--- config.mk ---
export PLATFORM = sky130hd
export DESIGN_NAME = dimmer_ramp_register_block_top
export DESIGN_NICKNAME = d
export VERILOG_FILES = /design/src/rtl/core/drrb_pkg.sv /design/src/rtl/core/dimmer_ramp_register_block_top.sv
export SDC_FILE = /design/constraint.sdc
export NUM_CORES = 1
export LEC_CHECK = 0
export BUFFER_PORTS_ARGS = -buffer_cell sky130_fd_sc_hd__buf_2
export CORE_MARGIN = 5
export CORE_UTILIZATION = 55
export DETAILED_ROUTE_END_ITERATION = 6
export PLACE_DENSITY = 0.77
export SLEW_MARGIN = 20
export SYNTH_ARGS = -nofsm -noshare
export SYNTH_HDL_FRONTEND = slang
export SYNTH_SLANG_ARGS = --single-unit
--- constraint.sdc ---
create_clock -name clk -period 4 [get_ports clk]
set_input_delay 0.2 -clock clk [delete_from_list [all_inputs] [get_ports clk]]
set_output_delay 0.2 -clock clk [all_outputs]
set_load 0.01 [all_outputs]
--- src/rtl/core/drrb_pkg.sv ---
package drrb_pkg;

	localparam logic [15:0] LEVEL_MAX = 16'hFFFF;
	localparam logic [15:0] DEVICE_CODE_RESET = 16'h0001;
	// one past the last holding register
	localparam logic [16:0] REG_LIMIT = 17'd4;
	localparam logic [15:0] INPUT_REG_ADDR = 16'd1;
	localparam logic [2:0] INPUT_REG_COUNT = 3'd1;
	localparam int NUM_HOLD = 3;

	localparam int FIFO_DEPTH = 4;
	localparam int PTR_W = $clog2(FIFO_DEPTH);
	localparam int CNT_W = PTR_W + 1;
	localparam int MAX_BURST = 3;

	typedef enum logic [1:0] {
		FUNC_TICK = 2'd0,
		FUNC_READ_HOLD = 2'd1,
		FUNC_WRITE_HOLD = 2'd2,
		FUNC_READ_INPUT = 2'd3
	} func_t;

	typedef struct packed {
		logic status;
		logic [15:0] read_value;
		logic last;
		logic [15:0] pwm_compare;
		logic pwm_running;
	} res_t;

endpackage

--- src/rtl/core/dimmer_ramp_register_block_top.sv ---
// PWM dimmer register block. Holding registers 1..3 are current level, target level and ramp
// step; input register 1 returns the device code. A new input word can be accepted every cycle
// while in_ready is high: the state update and all results of a word are computed in the
// accept cycle and pushed into a 4-deep result queue, which drains one result word per cycle
// while out_ready is high. A holding read of n registers gives n result words, so a run of
// such reads is paced by the queue drain; in_ready is high while at most one result waits.
module dimmer_ramp_register_block_top (
	input logic clk,
	input logic arst_n,
	input logic cfg_wr_en,
	input logic [15:0] cfg_wr_data,
	input logic in_valid,
	output logic in_ready,
	input logic [1:0] func,
	input logic [15:0] address,
	input logic [2:0] count,
	input logic [15:0] value_0,
	input logic [15:0] value_1,
	input logic [15:0] value_2,
	output logic out_valid,
	input logic out_ready,
	output logic status,
	output logic [15:0] read_value,
	output logic last,
	output logic [15:0] pwm_compare,
	output logic pwm_running
);

	logic [15:0] device_code_q;
	logic [15:0] hold_q [drrb_pkg::NUM_HOLD];
	logic [15:0] acc_q;
	logic [15:0] cmp_q;

	logic [15:0] hold_d [drrb_pkg::NUM_HOLD];
	logic [15:0] acc_d;
	logic [15:0] cmp_d;

	drrb_pkg::res_t fifo_q [drrb_pkg::FIFO_DEPTH];
	logic [drrb_pkg::PTR_W-1:0] wr_ptr_q;
	logic [drrb_pkg::PTR_W-1:0] rd_ptr_q;
	logic [drrb_pkg::CNT_W-1:0] cnt_q;

	drrb_pkg::res_t res [drrb_pkg::MAX_BURST];
	logic [1:0] n_res;
	logic [16:0] end_addr;
	logic bad;
	logic [16:0] acc_sum;
	logic [15:0] vals [drrb_pkg::NUM_HOLD];
	logic [15:0] level_now;
	logic [15:0] level_goal;
	logic [15:0] ramp_rate;
	logic accept;
	logic pop;
	drrb_pkg::res_t head;

	function automatic logic [15:0] hold_sel(input logic [15:0] h0, input logic [15:0] h1,
			input logic [15:0] h2, input logic [1:0] idx);
		logic [15:0] r;
		case (idx)
			2'd0: r = h0;
			2'd1: r = h1;
			2'd2: r = h2;
			default: r = '0;
		endcase
		return r;
	endfunction

	assign level_now = hold_q[0];
	assign level_goal = hold_q[1];
	assign ramp_rate = hold_q[2];
	assign vals[0] = value_0;
	assign vals[1] = value_1;
	assign vals[2] = value_2;

	assign end_addr = {1'b0, address} + 17'(count);
	assign bad = (address == '0) || (end_addr > drrb_pkg::REG_LIMIT);
	assign acc_sum = {1'b0, acc_q} + {1'b0, ramp_rate};

	assign in_ready = (cnt_q <= drrb_pkg::CNT_W'(1));
	assign accept = in_valid && in_ready;
	assign out_valid = (cnt_q != '0);
	assign pop = out_valid && out_ready;

	// next state
	always_comb begin
		logic [1:0] off;
		logic [16:0] reg_addr;
		off = '0;
		reg_addr = '0;
		hold_d = hold_q;
		acc_d = acc_q;
		cmp_d = cmp_q;
		unique case (drrb_pkg::func_t'(func))
			drrb_pkg::FUNC_TICK: begin
				if (level_now < level_goal) begin
					if (acc_sum[16]) begin
						hold_d[0] = level_now + 16'd1;
						cmp_d = level_now + 16'd1;
					end
					acc_d = acc_sum[15:0];
				end else if (level_now > level_goal) begin
					if (acc_q < ramp_rate) begin
						hold_d[0] = level_now - 16'd1;
						cmp_d = level_now - 16'd1;
					end
					acc_d = acc_q - ramp_rate;
				end
			end
			drrb_pkg::FUNC_WRITE_HOLD: begin
				if (!bad) begin
					for (int k = 0; k < drrb_pkg::NUM_HOLD; k++) begin
						reg_addr = 17'(k + 1);
						off = 2'(k + 1) - address[1:0];
						if ((17'(address) <= reg_addr) && (reg_addr < end_addr))
							hold_d[k] = hold_sel(vals[0], vals[1], vals[2], off);
					end
				end
			end
			drrb_pkg::FUNC_READ_HOLD, drrb_pkg::FUNC_READ_INPUT: begin
			end
			default: begin
			end
		endcase
	end

	// result words, carrying the state after this word
	always_comb begin
		logic [1:0] idx;
		idx = '0;
		n_res = 2'd1;
		for (int i = 0; i < drrb_pkg::MAX_BURST; i++) begin
			res[i].status = 1'b0;
			res[i].read_value = '0;
			res[i].last = 1'b1;
			res[i].pwm_compare = cmp_d;
			res[i].pwm_running = (hold_d[0] != drrb_pkg::LEVEL_MAX);
		end
		unique case (drrb_pkg::func_t'(func))
			drrb_pkg::FUNC_TICK: begin
			end
			drrb_pkg::FUNC_READ_INPUT: begin
				if (address == drrb_pkg::INPUT_REG_ADDR && count == drrb_pkg::INPUT_REG_COUNT)
					res[0].read_value = device_code_q;
				else
					res[0].status = 1'b1;
			end
			drrb_pkg::FUNC_WRITE_HOLD: begin
				res[0].status = bad;
			end
			drrb_pkg::FUNC_READ_HOLD: begin
				if (bad) begin
					res[0].status = 1'b1;
				end else if (count != '0) begin
					n_res = count[1:0];
					for (int i = 0; i < drrb_pkg::MAX_BURST; i++) begin
						idx = address[1:0] + 2'(i) - 2'd1;
						res[i].read_value = hold_sel(hold_q[0], hold_q[1], hold_q[2], idx);
						res[i].last = (3'(i + 1) == count);
					end
				end
			end
			default: begin
			end
		endcase
	end

	always_ff @(posedge clk or negedge arst_n) begin
		if (!arst_n) begin
			device_code_q <= drrb_pkg::DEVICE_CODE_RESET;
			hold_q[0] <= drrb_pkg::LEVEL_MAX;
			hold_q[1] <= drrb_pkg::LEVEL_MAX;
			hold_q[2] <= drrb_pkg::LEVEL_MAX;
			acc_q <= '0;
			cmp_q <= drrb_pkg::LEVEL_MAX;
		end else begin
			if (cfg_wr_en)
				device_code_q <= cfg_wr_data;
			if (accept) begin
				hold_q <= hold_d;
				acc_q <= acc_d;
				cmp_q <= cmp_d;
			end
		end
	end

	// result queue
	always_ff @(posedge clk or negedge arst_n) begin
		if (!arst_n) begin
			wr_ptr_q <= '0;
			rd_ptr_q <= '0;
			cnt_q <= '0;
		end else begin
			if (accept)
				wr_ptr_q <= wr_ptr_q + drrb_pkg::PTR_W'(n_res);
			if (pop)
				rd_ptr_q <= rd_ptr_q + drrb_pkg::PTR_W'(1);
			cnt_q <= cnt_q + (accept ? drrb_pkg::CNT_W'(n_res) : '0)
				- (pop ? drrb_pkg::CNT_W'(1) : '0);
		end
	end

	always_ff @(posedge clk) begin
		for (int i = 0; i < drrb_pkg::MAX_BURST; i++) begin
			if (accept && (2'(i) < n_res))
				fifo_q[wr_ptr_q + drrb_pkg::PTR_W'(i)] <= res[i];
		end
	end

	assign head = fifo_q[rd_ptr_q];
	assign status = head.status;
	assign read_value = head.read_value;
	assign last = head.last;
	assign pwm_compare = head.pwm_compare;
	assign pwm_running = head.pwm_running;

endmodule
; ---- After elaboration in Yosys (flattened, before gate mapping)
; Memory sizes are Yosys's and may differ from the RTL's.
; Index checks and enable logic that the tools add are counted.
[op_classes]
div_mod_pow = 0
n_lt_le_gt_ge = 14
n_bitwise = 1
muxes = 47
n_shift = 0
n_eq_ne = 21
multipliers = 0
reduce_logical = 24
n_addsub = 19
[op_table]
columns = cell, n
row1 = $pmux 16 s3, 6
row2 = $mux 16, 15
row3 = $mux 17, 8
row4 = $pmux 16 s2, 2
row5 = $mux 48, 1
row6 = $lt 2x17->1 const A, 2
row7 = $le 16x2->1 const B, 2
row8 = $lt 16x16->1, 2
row9 = $add 16x16->17, 1
row10 = $add 16x3->17, 1
row11 = $gt 17x3->1 const B, 1
row12 = $lt 1x17->1 const A, 1
row13 = $add 16x1->16 const B, 1
row14 = $eq 16x1->1 const B, 1
row15 = $eq 2x2->1 const B, 8
row16 = $gt 16x16->1, 1
row17 = $le 16x1->1 const B, 1
row18 = $logic_not 16->1, 1
row19 = $ne 16x16->1 const B, 1
row20 = $sub 16x1->16 const B, 1
row21 = $sub 16x16->16, 1
row22 = $eq 2x1->1 const B, 7
row23 = $logic_not 2->1, 7
row24 = $mux 1, 10
row25 = other kinds (23), 44
[totals]
rom_bits = 0
ram_bits = 140
n_memories = 1
word_cells = 136
reg_bits = 103
latch_bits = 0
[memory_table]
columns = name, words, width, rd, rd_ports_with_merged_regs, write_ports, line
row1 = fifo_q, 4, 35, 1, 0, 3, dimmer_ramp_register_block_top.sv:38  ; drrb_pkg::res_t fifo_q [drrb_pkg::FIFO_DEPTH];

; ---- Logic depth before layout (Yosys ltp)
[depth]
ltp_word = 9
mapped_depth = 20
ltp_nobuf = 16

; ---- Worst setup path before layout
; Ideal clock, no wire load.
[synth_timing]
path_type = input to register
from = input address[1]
to = memory fifo_q[2][0] in the netlist's numbering, enable pin
t_required_ns = 3.611
n_path_buf = 6
arrival_time_ns = 5.059
path_slack_ns = -1.448
setup_time_ns = 0.389
stages = 19
path_cell_list = clkbuf_1 -> inv_1 -> clkbuf_1 -> clkbuf_1 -> clkbuf_1 -> fa_1 -> nand2b_2 -> a211o_1 -> or2_2 -> o311a_1 -> or3_4 -> or3_1 -> buf_2 -> nor3_4 -> inv_2 -> nor2_2 -> nor3_2 -> clkbuf_1 -> inv_1
[synth_lines]
columns = element, line
row1 = start: declaration, dimmer_ramp_register_block_top.sv:15  ; input logic [15:0] address,
row2 = end: declaration, dimmer_ramp_register_block_top.sv:38

==> reports/qor.yml <==
global_routing:
  grt_antenna_before_repair: 0
  grt_pass1_wl_mm: 87.75
  grt_overflow: 0
  grt_pass1_vias: 15530
  grt_max_degree: 73
  grt_usage_pct: 32.47
synthesis:
  ys_dominant_reg_cell: "edfxtp_1"
  synth-simple-area-share_pct: 16.83
  synthTopCellsByCount: "240 x nand2_1, 200 x nor2_1, 140 x o21ai_0, 136 x edfxtp_1, 102 x clkbuf_1"
  ys_types: 84
  ys_ff_latch: 243
  yosys.area_share.adder_pct: 4.977
  netlist_top_cells_area: "edfxtp_1 24%, dfstp_2 10%, dfrtp_1 5.6%"
  synth_top_family_by_area: "compound AO/OA/AOI/OAI gates"
  synth_area_per_cell_sq_um: 9.280
  syn_area_sq_mm: 0.01695
  syn_nets: 1981
  synth_compound_area_share_pct: 18.74
  synth_largest_area_cell: "edfxtp_1"
  yosysMostFrequentCell: "nand2_1"
  synth-seq-area-share_pct: 40.26
  yosysWarnings: 0
  synthCells: 1826
  synth_top_area_share_pct: 24.10
  synth_xor_xnor_area_share_pct: 2.429
  ys_async_sr_fraction_pct: 42.39
  synthMuxAreaShare_pct: 12.08
  synth_edf_count: 136
outcome:
  status: "finished clean"
sta:
  fmax_mhz: 258.5
  hold_violations: 0
  min_period_ns: 3.868
  relSlewSlack_pct: 39.24
  worst_clock_skew_ns: 0.02504
  holdWs_ns: 0.03039
  rsz0062_at_grt: "false"
  min_period_over_period_pct: 96.71
  final-setup-viol-count: 0
  worst_pin_slew_ns: 0.9115
  maxSlewViolCount: 0
route:
  ant_nets: 0
  vias_per_cell: 6.433
  first_iter_violations: 1835
  first_pass_iters: 6
  routed_wl_mm: 56.80
  vias: 15970
  detail_route.wl_per_cell_um: 22.88
  drc: 0
critical_path:
  crit_family: "compound AO/OA/AOI/OAI gates"
  endpoint_kind: "flip-flop"
  worstSetupStartpointType: "flip-flop"
  path_max_fanout: 12
  arrival_ns: 4.15
  crit_chain: "ha_2 > inv_1 > fa_2 > o21bai_4 > o211ai_1 > a31oi_1 > buf_4 > o21a_1 > nand2_1 > buf_4 > o22ai_2 > xor2_1 > a221oi_1 > nand4b_1 > nor4_2 > buf_4 > nor2_1"
  path_buf_inv: 4
  cp_common_cell: "buf_4"
  cpMaxStageDelayCell: "dfstp_2"
  critical_path_class: "flip-flop to flip-flop"
  cpPeakStageDelay_ns: 0.61
  required_ns: 4.29
power_and_ir_drop:
  pwr_density_cell_mw_per_mm2: 684.7
  p_total_w: 0.01408
  max-vdd-ir-drop_mv: 0.4602
  p_leak_nw: 8.277
clock_tree:
  cts_made_buffers: 28
  cts.sink_count: 243
  htree_levels: 1
  clk_pin_slew_ns: 0.06
  cts_tree: "yes"
  cts_buffer_depth: 3
  clockRootBuffer: "clkbuf_16"
  clk-insertion-delay-late_ns: 0.56
worst_hold_path:
  hold_class: "input port to flip-flop"
final_layout:
  syn_to_final_growth_pct: 21.39
  drive_gt1_share_pct: 26.56
  fin_cells: 2482
  finish.utilization_pct: 67.42
  layout.nets: 2219
  antenna_cells: 0
floorplan:
  start_util_pct: 55.54
  rows: 64
  core_area_sq_mm: 0.03051
  fp.dieH_um: 185.5
  die_area_sq_mm: 0.03442
  num_io_pins: 127
  dieWidth_um: 185.5
placed_design:
  portBuffers: 126
  hpwl_mm: 41.30
  place.gp.congestion: 1.052
  dpl.cell_count: 2404
flow_run:
  cap_violations: 0
-- cell type report --
class,instances,area (sq um)
clock buffer,44,802.0
clock inverter,8,118.9
fill,2331,9940
inverter,71,289.0
multi-input combinational,1379,9569
sequential,243,6824
tap,396,495.5
timing repair buffer,341,2471
-- power breakdown --
part / switching [W] / internal (W)
registers: 0.000352 / 0.00317
logic: 0.00463 / 0.00332
clock network: 0.00105 / 0.00156
-- layer usage --
layer,up-vias,track usage [%],wire (um)
li1,7231,-,-
met4,0,11.42,2254
met1,7677,44.98,22840
met5,-,0,0
met2,904,51.57,26090
met3,155,6.039,5614
-- final timing paths --
check                        startpoint            end  slack (ns)  depth (start not counted)
setup / recovery           ramp_rate[0]   fifo_q[1][0]        0.13                         17
hold / removal               value_0[2]  level_goal[2]        0.03                          3
setup reg to reg           ramp_rate[0]   fifo_q[1][0]        0.13                         17
hold reg to reg                cnt_q[0]       cnt_q[0]        0.50                          1
max in group asynchronous        arst_n       acc_q[5]        2.47                          3
min in group asynchronous        arst_n    wr_ptr_q[1]        0.36                          2
-- metrics by stage --
step / instance area, sq um / setup slack, ns / setup TNS, ns
5_1_grt: 20570 / 0.007796 / 0
6_report: 20570 / 0.1317 / 0
3_5_place_dp: 19230 / -0.2458 / -11.55
4_1_cts: 20450 / 0.0007088 / 0
3_3_place_gp: 19230 / -0.2246 / -3.931
2_1_floorplan: 17130 / -0.4739 / -65.71
-- worst reg2reg max path, stage by stage, from the launching register on --
cell and delay [ns]:
dfstp_2 0.61, ha_2 0.20, inv_1 0.05, fa_2 0.37, o21bai_4 0.17, o211ai_1 0.14, a31oi_1 0.16, buf_4 0.15
o21a_1 0.17, nand2_1 0.11, buf_4 0.20, o22ai_2 0.18, xor2_1 0.21, a221oi_1 0.15, nand4b_1 0.23, nor4_2 0.27
buf_4 0.17, nor2_1 0.04
-- layout by cell type, fill, tap and decap left out, types with 7 or more instances in the layout --
cell,count
nand2_1,240
nor2_1,197
buf_4,179
o21ai_0,140
edfxtp_1,136
buf_2,123
a21oi_1,91
mux2i_1,86
nand3_1,69
dfstp_2,65
inv_1,63
ha_1,58
o221ai_1,51
dfrtp_1,37
mux4_2,35
a31oi_1,33
mux2_2,33
clkbuf_16,29
xnor2_1,28
dlygate4sd3_1,26
xor2_1,19
a32o_1,18
a22o_1,17
nor3_1,16
clkbuf_1,13
and3_1,12
nor2b_1,12
a211oi_1,12
buf_12,12
a21o_1,11
nand4_1,11
o211ai_1,10
o21bai_1,9
nand2b_1,8
and4_1,7
o22ai_1,7
-- sequential cells by signal (all words and copies together) (netlist names) --
register       flops
fifo_q           140
acc_q             16
cmp_q             16
device_code_q     16
level_goal        16
level_now         16
ramp_rate         16
cnt_q              3
rd_ptr_q           2
wr_ptr_q           2
-- cell families (layout without fill, tap and decap cells) --
family                   after synthesis  after routing
AO/OA/AOI/OAI                        477            477
multiplexers                         156            156
adder cells (fa/ha/maj)               65             65
XOR/XNOR                              47             47
flip-flops                           243            243
buffers and inverters                204            464
AND/OR/NAND/NOR                      634            634
-- what timing repair did --
action | in CTS | in global routing
buffers inserted | 1 | 0
resized for setup | 10 | 21
pin swaps | 3 | 5
hold buffers | 26 | 0
endpoints found under the hold margin | 47 | 0
endpoints found under the setup margin | 4 | 8
Power figures use the tool's default switching activity.
